`src/design/tmwf_pkg.sv`:
```
// Package for the trimmed mean window filter.
// Sizes, derived widths and the sample and result transaction types.
// No dependencies.
`default_nettype none

package tmwf_pkg;

  localparam int WINDOW_LENGTH = 8;
  localparam int SAMPLE_BITS   = 16;
  localparam int AXES          = 3;
  localparam int TRIM_COUNT    = 2;

  // Window slot index and sample count widths
  localparam int IDX_W  = $clog2(WINDOW_LENGTH);
  localparam int CNT_W  = $clog2(WINDOW_LENGTH + 1);
  // Signed window sum with one bit of headroom for the magnitude
  localparam int SUM_W  = SAMPLE_BITS + $clog2(WINDOW_LENGTH) + 1;
  // Divider step counter
  localparam int DCNT_W = $clog2(SUM_W + 1);

  typedef struct packed {
    logic signed [SAMPLE_BITS-1:0] sample_x;
    logic signed [SAMPLE_BITS-1:0] sample_y;
    logic signed [SAMPLE_BITS-1:0] sample_z;
  } sample_t;

  typedef struct packed {
    logic signed [SAMPLE_BITS-1:0] filtered_x;
    logic signed [SAMPLE_BITS-1:0] filtered_y;
    logic signed [SAMPLE_BITS-1:0] filtered_z;
    logic                          window_full;
  } result_t;

endpackage

`default_nettype wire

```
`src/design/tmwf_cell.sv`:
```
// One cell of the window chain: holds one three-axis sample.
// Depends on tmwf_pkg.
`default_nettype none

module tmwf_cell (
  input  wire logic             clk,
  input  wire logic             shift_en,
  input  wire tmwf_pkg::sample_t d,
  output tmwf_pkg::sample_t     q
);

  tmwf_pkg::sample_t held;

  // Take the neighbor's sample whenever the chain moves
  always_ff @(posedge clk) begin
    if (shift_en) begin
      held <= d;
    end
  end

  assign q = held;

endmodule

`default_nettype wire

```
`src/design/tmwf_divider.sv`:
```
// Restoring divider lane, one quotient bit per cycle, quotient truncated
// toward zero. Depends on tmwf_pkg.
`default_nettype none

module tmwf_divider (
  input  wire logic                                clk,
  input  wire logic                                rst,
  input  wire logic                                start,
  input  wire logic signed [tmwf_pkg::SUM_W-1:0]   dividend,
  input  wire logic        [tmwf_pkg::CNT_W-1:0]   divisor,
  output logic                                     busy,
  output logic signed [tmwf_pkg::SAMPLE_BITS-1:0]  quotient
);

  logic [tmwf_pkg::DCNT_W-1:0] count;
  logic [tmwf_pkg::SUM_W-1:0]  acc;
  logic [tmwf_pkg::CNT_W-1:0]  rem;
  logic [tmwf_pkg::CNT_W-1:0]  dvs;
  logic                        neg;
  logic [tmwf_pkg::CNT_W:0]    trial;
  logic [tmwf_pkg::CNT_W:0]    diff;
  logic                        fits;

  // Trial subtract of the divisor from the shifted remainder
  always_comb begin
    trial = {rem, acc[tmwf_pkg::SUM_W-1]};
    diff  = trial - {1'b0, dvs};
    fits  = (trial >= {1'b0, dvs});
  end

  // Control
  always_ff @(posedge clk) begin
    if (rst) begin
      count <= '0;
    end else if (start) begin
      count <= tmwf_pkg::DCNT_W'(tmwf_pkg::SUM_W);
    end else if (count != '0) begin
      count <= count - 1'b1;
    end
  end

  // Datapath: dividend bits shift out of acc as quotient bits shift in
  always_ff @(posedge clk) begin
    if (start) begin
      neg <= dividend[tmwf_pkg::SUM_W-1];
      acc <= dividend[tmwf_pkg::SUM_W-1] ? (~dividend + 1'b1) : dividend;
      rem <= '0;
      dvs <= divisor;
    end else if (count != '0) begin
      acc <= {acc[tmwf_pkg::SUM_W-2:0], fits};
      rem <= fits ? diff[tmwf_pkg::CNT_W-1:0] : trial[tmwf_pkg::CNT_W-1:0];
    end
  end

  assign busy     = (count != '0);
  assign quotient = tmwf_pkg::SAMPLE_BITS'(neg ? (~acc + 1'b1) : acc);

endmodule

`default_nettype wire

```
`src/design/trimmed_mean_window_filter_core.sv`:
```
// Trimmed mean window filter: top level with the window chain, the scan
// accumulators, three divider lanes and the result register.
// Depends on tmwf_pkg, tmwf_cell and tmwf_divider.
//
// Usage:
//   sample / sample_valid / sample_ready carry one three-axis reading per
//   transaction. result / result_valid / result_ready return one filtered
//   reading per sample, in order. window_full is 1 once WINDOW_LENGTH
//   samples have been taken; the result is then the window sum less one
//   largest and one smallest value, divided by WINDOW_LENGTH-2. Before that
//   it is the plain mean of the samples taken so far. Both truncate toward
//   zero.
//   Sequence: after a sample is taken the window rotates once around the
//   chain of cells to build sum, minimum and maximum, then the divider
//   lanes run one quotient bit per cycle. One sample is in work at a time
//   and the next can be taken in the cycle after the result is loaded.
//   sample_ready is high whenever no sample is in work, also while a
//   result waits in the output register. A stalled receiver holds the
//   result; a finished sample behind it waits until the register frees.
//   Reset (rst, synchronous) empties the window and drops any result.
`default_nettype none

module trimmed_mean_window_filter_core (
  input  wire logic              clk,
  input  wire logic              rst,
  input  wire logic              sample_valid,
  output logic                   sample_ready,
  input  wire tmwf_pkg::sample_t sample,
  output logic                   result_valid,
  input  wire logic              result_ready,
  output tmwf_pkg::result_t      result
);

  typedef enum logic [2:0] {
    S_IDLE,
    S_SCAN,
    S_PREP,
    S_DIV,
    S_OUT
  } state_t;

  state_t state;

  logic                         accept;
  logic                         shift_en;
  logic [tmwf_pkg::CNT_W-1:0]   fill_count;
  logic                         full;
  logic [tmwf_pkg::IDX_W-1:0]   step;
  logic                         in_window;

  tmwf_pkg::sample_t chain_d [tmwf_pkg::WINDOW_LENGTH];
  tmwf_pkg::sample_t chain_q [tmwf_pkg::WINDOW_LENGTH];

  logic signed [tmwf_pkg::SAMPLE_BITS-1:0] tail_axis [tmwf_pkg::AXES];
  logic signed [tmwf_pkg::SUM_W-1:0]       sum       [tmwf_pkg::AXES];
  logic signed [tmwf_pkg::SAMPLE_BITS-1:0] maxv      [tmwf_pkg::AXES];
  logic signed [tmwf_pkg::SAMPLE_BITS-1:0] minv      [tmwf_pkg::AXES];
  logic signed [tmwf_pkg::SUM_W-1:0]       dividend  [tmwf_pkg::AXES];
  logic signed [tmwf_pkg::SAMPLE_BITS-1:0] quotient  [tmwf_pkg::AXES];
  logic                                    div_busy  [tmwf_pkg::AXES];
  logic [tmwf_pkg::CNT_W-1:0]              divisor;
  logic                                    div_start;

  assign sample_ready = (state == S_IDLE);
  assign accept       = sample_valid && sample_ready;
  assign shift_en     = accept || (state == S_SCAN);
  assign div_start    = (state == S_PREP);

  // Chain of cells: a new sample enters at the head, otherwise the tail
  // wraps around so the window rotates in place
  assign chain_d[0] = accept ? sample : chain_q[tmwf_pkg::WINDOW_LENGTH-1];

  for (genvar c = 0; c < tmwf_pkg::WINDOW_LENGTH; c++) begin : g_cell
    if (c > 0) begin : g_link
      assign chain_d[c] = chain_q[c-1];
    end
    tmwf_cell u_cell (
      .clk      (clk),
      .shift_en (shift_en),
      .d        (chain_d[c]),
      .q        (chain_q[c])
    );
  end

  assign tail_axis[0] = chain_q[tmwf_pkg::WINDOW_LENGTH-1].sample_x;
  assign tail_axis[1] = chain_q[tmwf_pkg::WINDOW_LENGTH-1].sample_y;
  assign tail_axis[2] = chain_q[tmwf_pkg::WINDOW_LENGTH-1].sample_z;

  // Written samples sit in the first fill_count cells; the tail shows them
  // in the last fill_count scan steps
  assign in_window = (tmwf_pkg::CNT_W'(step) >=
                      (tmwf_pkg::CNT_W'(tmwf_pkg::WINDOW_LENGTH) - fill_count));

  // Scan accumulators, one set per axis
  always_ff @(posedge clk) begin
    for (int a = 0; a < tmwf_pkg::AXES; a++) begin
      if (accept) begin
        sum[a]  <= '0;
        maxv[a] <= {1'b1, {(tmwf_pkg::SAMPLE_BITS-1){1'b0}}};
        minv[a] <= {1'b0, {(tmwf_pkg::SAMPLE_BITS-1){1'b1}}};
      end else if (state == S_SCAN && in_window) begin
        sum[a] <= sum[a] + tmwf_pkg::SUM_W'(tail_axis[a]);
        if (tail_axis[a] > maxv[a]) begin
          maxv[a] <= tail_axis[a];
        end
        if (tail_axis[a] < minv[a]) begin
          minv[a] <= tail_axis[a];
        end
      end
    end
  end

  // Trim and pick the divisor
  always_comb begin
    for (int a = 0; a < tmwf_pkg::AXES; a++) begin
      dividend[a] = full ? (sum[a] - tmwf_pkg::SUM_W'(maxv[a])
                            - tmwf_pkg::SUM_W'(minv[a]))
                         : sum[a];
    end
    divisor = full ? tmwf_pkg::CNT_W'(tmwf_pkg::WINDOW_LENGTH - tmwf_pkg::TRIM_COUNT)
                   : fill_count;
  end

  for (genvar a = 0; a < tmwf_pkg::AXES; a++) begin : g_lane
    tmwf_divider u_div (
      .clk      (clk),
      .rst      (rst),
      .start    (div_start),
      .dividend (dividend[a]),
      .divisor  (divisor),
      .busy     (div_busy[a]),
      .quotient (quotient[a])
    );
  end

  // Sequencer, fill count and result register
  always_ff @(posedge clk) begin
    if (rst) begin
      state        <= S_IDLE;
      fill_count   <= '0;
      full         <= 1'b0;
      step         <= '0;
      result_valid <= 1'b0;
    end else begin
      // Receiver took the result; the output step reloads it on its own
      if (result_valid && result_ready && state != S_OUT) begin
        result_valid <= 1'b0;
      end
      unique case (state)
        S_IDLE: begin
          if (accept) begin
            step <= '0;
            if (fill_count != tmwf_pkg::CNT_W'(tmwf_pkg::WINDOW_LENGTH)) begin
              fill_count <= fill_count + 1'b1;
            end
            full  <= (fill_count >= tmwf_pkg::CNT_W'(tmwf_pkg::WINDOW_LENGTH - 1));
            state <= S_SCAN;
          end
        end
        S_SCAN: begin
          step <= step + 1'b1;
          if (step == tmwf_pkg::IDX_W'(tmwf_pkg::WINDOW_LENGTH - 1)) begin
            state <= S_PREP;
          end
        end
        S_PREP: begin
          state <= S_DIV;
        end
        S_DIV: begin
          if (!div_busy[0]) begin
            state <= S_OUT;
          end
        end
        S_OUT: begin
          if (!result_valid || result_ready) begin
            result_valid <= 1'b1;
            state        <= S_IDLE;
          end
        end
        default: begin
          state <= S_IDLE;
        end
      endcase
    end
  end

  // Result payload
  always_ff @(posedge clk) begin
    if (state == S_OUT && (!result_valid || result_ready)) begin
      result.filtered_x  <= quotient[0];
      result.filtered_y  <= quotient[1];
      result.filtered_z  <= quotient[2];
      result.window_full <= full;
    end
  end

  // Checks
  a_valid_from_out: assert property (@(posedge clk) disable iff (rst)
    $rose(result_valid) |-> $past(state == S_OUT))
    else $error("result_valid rose outside the output step");

  a_fill_bound: assert property (@(posedge clk) disable iff (rst)
    fill_count <= tmwf_pkg::CNT_W'(tmwf_pkg::WINDOW_LENGTH))
    else $error("fill_count above window length");

  a_full_consistent: assert property (@(posedge clk) disable iff (rst)
    full |-> (fill_count == tmwf_pkg::CNT_W'(tmwf_pkg::WINDOW_LENGTH)))
    else $error("full flag without a full window");

  a_lanes_lockstep: assert property (@(posedge clk) disable iff (rst)
    (div_busy[0] == div_busy[1]) && (div_busy[0] == div_busy[2]))
    else $error("divider lanes out of step");

  a_div_idle_scan: assert property (@(posedge clk) disable iff (rst)
    (state == S_SCAN || state == S_IDLE) |-> !div_busy[0])
    else $error("divider busy outside the divide step");

endmodule

`default_nettype wire
```
`config.mk`:
```
export PLATFORM = sky130hd
export DESIGN_NAME = trimmed_mean_window_filter_core
export DESIGN_NICKNAME = d
export VERILOG_FILES = /design/src/design/tmwf_pkg.sv /design/src/design/tmwf_cell.sv /design/src/design/tmwf_divider.sv /design/src/design/trimmed_mean_window_filter_core.sv
export SDC_FILE = /design/constraint.sdc
export NUM_CORES = 1
export LEC_CHECK = 0
export ABC_AREA = 1
export BUFFER_PORTS_ARGS = -buffer_cell sky130_fd_sc_hd__buf_2
export CAP_MARGIN = 20
export CORE_MARGIN = 2
export CORE_UTILIZATION = 35
export DETAILED_ROUTE_END_ITERATION = 8
export PLACE_DENSITY_LB_ADDON = 0.08
export SETUP_SLACK_MARGIN = 0.5
export SLEW_MARGIN = 20
export SYNTH_ARGS = -nofsm -noshare
export SYNTH_HDL_FRONTEND = slang
export SYNTH_SLANG_ARGS = --single-unit
```
`constraint.sdc`:
```
create_clock -name clk -period 12.3 [get_ports clk]
set_clock_uncertainty 0.1 [all_clocks]
set_input_delay 0.615 -clock clk [delete_from_list [all_inputs] [get_ports clk]]
set_output_delay 0.615 -clock clk [all_outputs]
set_load 0.1 [all_outputs]
```
==> impl_results.md <==
* Outcome: completed
* Lkg Pwr at 18.3 nW
* Max cap viols at 0
* CORE AREA at 107,000 µm²
* Combinational group share of total power at 30.4%
* Diode count at 0
* CTS Buf Count at 83
* Least-Margin Pin Slew at 0.996 ns
* Final Hold Fails at 0
* NetSw at 3.14 mW
* Async S/R FF share, synth at 0%
* Global-route wire length before repair at 145,000 µm
* Post-CTS Setup Repair Bufs at 0
* Share of layout cells above drive strength 1 at 9.75%
* GP Congestion at 0.873
* Max clock buf depth at 3
* CP startpoint: fill_count[0]
* Final Util at 39.8%
* Min-delay worst type: input port to register
* Mapped Nets at 4,141
* CP Cell Sequence: inv_1 > ha_1 > inv_1 > ha_1 > a21boi_0 > o21ai_0 > nand2_1 > and3_2 > buf_4 > inv_2 > buf_4 > a21oi_1 > nand3_1 > nand2_1
* Initial DRT Pass Iterations at 6
* Pwr/cell area at 208 nW/µm²
* # fillers at 10,700
* R2R cell count at 14
* Vias at 25,900
* R2R setup slack at 7.27 ns
* Post-Layout Inst Area at 42,600 µm²
* Critical path destination: maxv[2][5]
* Total GRT Usage at 16.7%
* TritonCTS clock tree: built
* Area delta synth->final at 12.6%
* Die Wd at 333 µm
* GR Overflow Total at 0
* WP depth at 14
* Critical Path Max Stage Delay at 0.75 ns
* RSZ-0062 raised after global routing: no
* Vias per cell at 4.81
* Final wirelength at 92,300 µm
* Setup_tns at 0 ns
* Crit-path max FO at 58
* Root buf cell: clkbuf_16
* Crit path arrival time at 5.20 ns
* Fmax at 199 MHz
* Dpl cell area at 39,900 µm²
* Initial DRC Count at 1,952
* Die Area at 111,000 µm²
* Placed cell count at 5,230
* Htree depth at 3
* # nets final at 4,271
* Switching power share of the total at 35.4%
* Tcrit/Tclk final at 40.9%
* Syn. warnings at 0
* Cell Area, Synth at 37,800 µm²
* Register area share after synthesis at 54.1%
* Unique cell type count in the Yosys netlist at 58
* DP HPWL at 68,300 µm
* Critical path type: register to register
* Sequential power share at 41.6%
* CP Data Required Time at 12.47 ns
* DRC viols at 0
* Internal power at 5.72 mW
* Post-CTS resize count at 0
* Reg-to-reg startpoint: fill_count[0]
* Clock-pin slew on the worst setup and hold paths at 0.06 ns
* Cells after Synth at 3,782
* Crit path buf inv count at 5
* Reg2reg end: maxv[2][5]
* Routed len/inst at 17.2 µm
* Slowest cell on crit path: nand2_1
* Post-synth top flop: edfxtp_1
* Tmin final at 5.03 ns
* Worst Setup Start Kind: register
* CTS Sinks at 695
* Number of global-route vias before repair at 25,000
* Post-synth EDFFs at 656
* Crit. End Element: register
* Die Height at 333 µm
* Register area at 20,500 µm²
* # port buffers at 102
* Largest net degree at the start of global routing at 174
* Initial Util at 35.3%
* Fin cells at 5,382
* Post-route ant nets at 0
* Avg Cell Area, Syn at 10.0 µm²
* Hold_buf cts at 0
* Hold slack final at 0.147 ns
* Initial antenna violation count at 1
* Cell family with most CP delay: buffers and inverters
* Final Setup Violations at 0
* Post-synthesis register bit count at 695
* Clock share of power at 27.9%
* # rows at 120
* IO Pins at 103
* Peak supply drop at 0.0904 mV
* Clk Latency, worst-skew pair at 0.64 ns
* Worst relative slew slack at 33.6%
* Multi-input logic area at 15,000 µm²
* Fin. max-slew vios at 0
-- logic make-up (layout without fill, tap and decap cells) --
logic type,Yosys count,in the layout,synth area share [%]
simple gates,1554,1554,18.3
flops,695,695,54.1
buf+inv,609,806,6.34
compound gates,524,524,7.65
fa+ha+maj,307,307,11.4
xor+xnor,93,93,2.15
-- cells in the mapped netlist, types with 47 or more instances --
cell type / n / area [µm²]
nand2_1: 813 / 3050
edfxtp_1: 656 / 19700
inv_1: 515 / 1930
ha_1: 244 / 3050
a21oi_1: 235 / 1180
nand3_1: 216 / 1080
nor2_1: 216 / 811
o21ai_0: 153 / 766
nand4_1: 97 / 607
xor2_1: 73 / 639
fa_1: 63 / 1260
or2_2: 55 / 344
nor3_1: 47 / 235
-- worst min-delay path by stage --
stage | from | endpoint | slack [ns] | cells past startpoint
final | sample[11] | g_cell[0].u_cell.q[11] | 0.15 | 3
after global routing | sample[22] | g_cell[0].u_cell.q[22] | 0.13 | 3
after CTS | sample[28] | g_cell[0].u_cell.q[28] | 0.09 | 3
after detailed placement | g_cell[0].u_cell.q[11] | g_cell[1].u_cell.q[11] | 0.30 | 0
after global placement | g_cell[6].u_cell.q[38] | g_cell[7].u_cell.q[38] | 0.30 | 0
after floorplan | g_cell[0].u_cell.q[0] | g_cell[1].u_cell.q[0] | 0.30 | 0
-- power by group through the flow --
stage | Sequential (mW) | Clock [mW] | Combinational, mW
after floorplan | 3.70 | 0 | 2.03
after global placement | 3.73 | 0 | 2.68
after detailed placement | 3.74 | 0 | 2.70
after CTS | 3.69 | 2.55 | 2.71
after global routing | 3.76 | 2.65 | 3.11
final | 3.69 | 2.47 | 2.69
-- layout make-up --
cell class,instances,share of cell area [%]
Inverter,537,4.73
Multi-Input combinational cell,2478,35.2
Clock buffer,102,5.26
Sequential cell,695,48.1
Clock inverter,50,1.17
Tap cell,1403,4.12
Timing Repair Buffer,117,1.49
-- flip-flops by register name (all words and copies together), names as in the netlist, 4 cells and up --
register and cells:
fill_count 4, maxv 48, g_cell.u_cell.q 384, g_lane.u_div.rem 12
sum 60, g_lane.u_div.acc 60, minv 48, g_lane.u_div.count 15
result 49, g_lane.u_div.dvs 4
-- through the flow --
step                      power (mW)  setup slack, ns
after global placement          6.41             7.32
after global routing            9.52             6.87
after CTS                       8.96             7.23
after floorplan                 5.73             1.16
final                           8.86             7.27
after detailed placement        6.44             7.27
-- cell usage in the layout, fill, tap and decap left out, drive strengths merged, types with 2 or more instances in the layout --
cell      Yosys  routed
nand2       838     838
edfxtp      656     656
inv         534     543
ha          244     244
a21oi       238     238
nor2        237     237
nand3       224     224
o21ai       192     192
buf          33     117
clkbuf       39     102
nand4        97      97
xor2         73      73
or2          65      65
fa           63      63
nor3         48      48
dfxtp        39      39
clkinv        3      30
xnor2        20      20
a31oi        18      18
nand3b       14      14
o31ai        14      14
nor4         13      13
o21bai       11      11
and2         11      11
o211ai       11      11
a211oi       10      10
a21o          9       9
bufinv        0       8
a21boi        8       8
o21a          6       6
clkinvlp      0       6
nor3b         5       5
a221oi        2       2
and3          2       2
-- layer usage --
| metal | routed length [µm] | global-route usage [%] |
|---|---|---|
| met1 | 50500 | 26.9 |
| met2 | 36200 | 22.8 |
| met3 | 3980 | 2.47 |
| met5 | 0 | 0 |
| met4 | 1660 | 4.44 |
-- tightest hold or removal path: cells and delay by family --
kind                   cells  cell delay, ns
AO/OA/AOI/OAI              1            0.05
buffers and inverters      1            0.08
AND/OR/NAND/NOR            1            0.04
No activity file was read; power rests on OpenSTA's default activity.
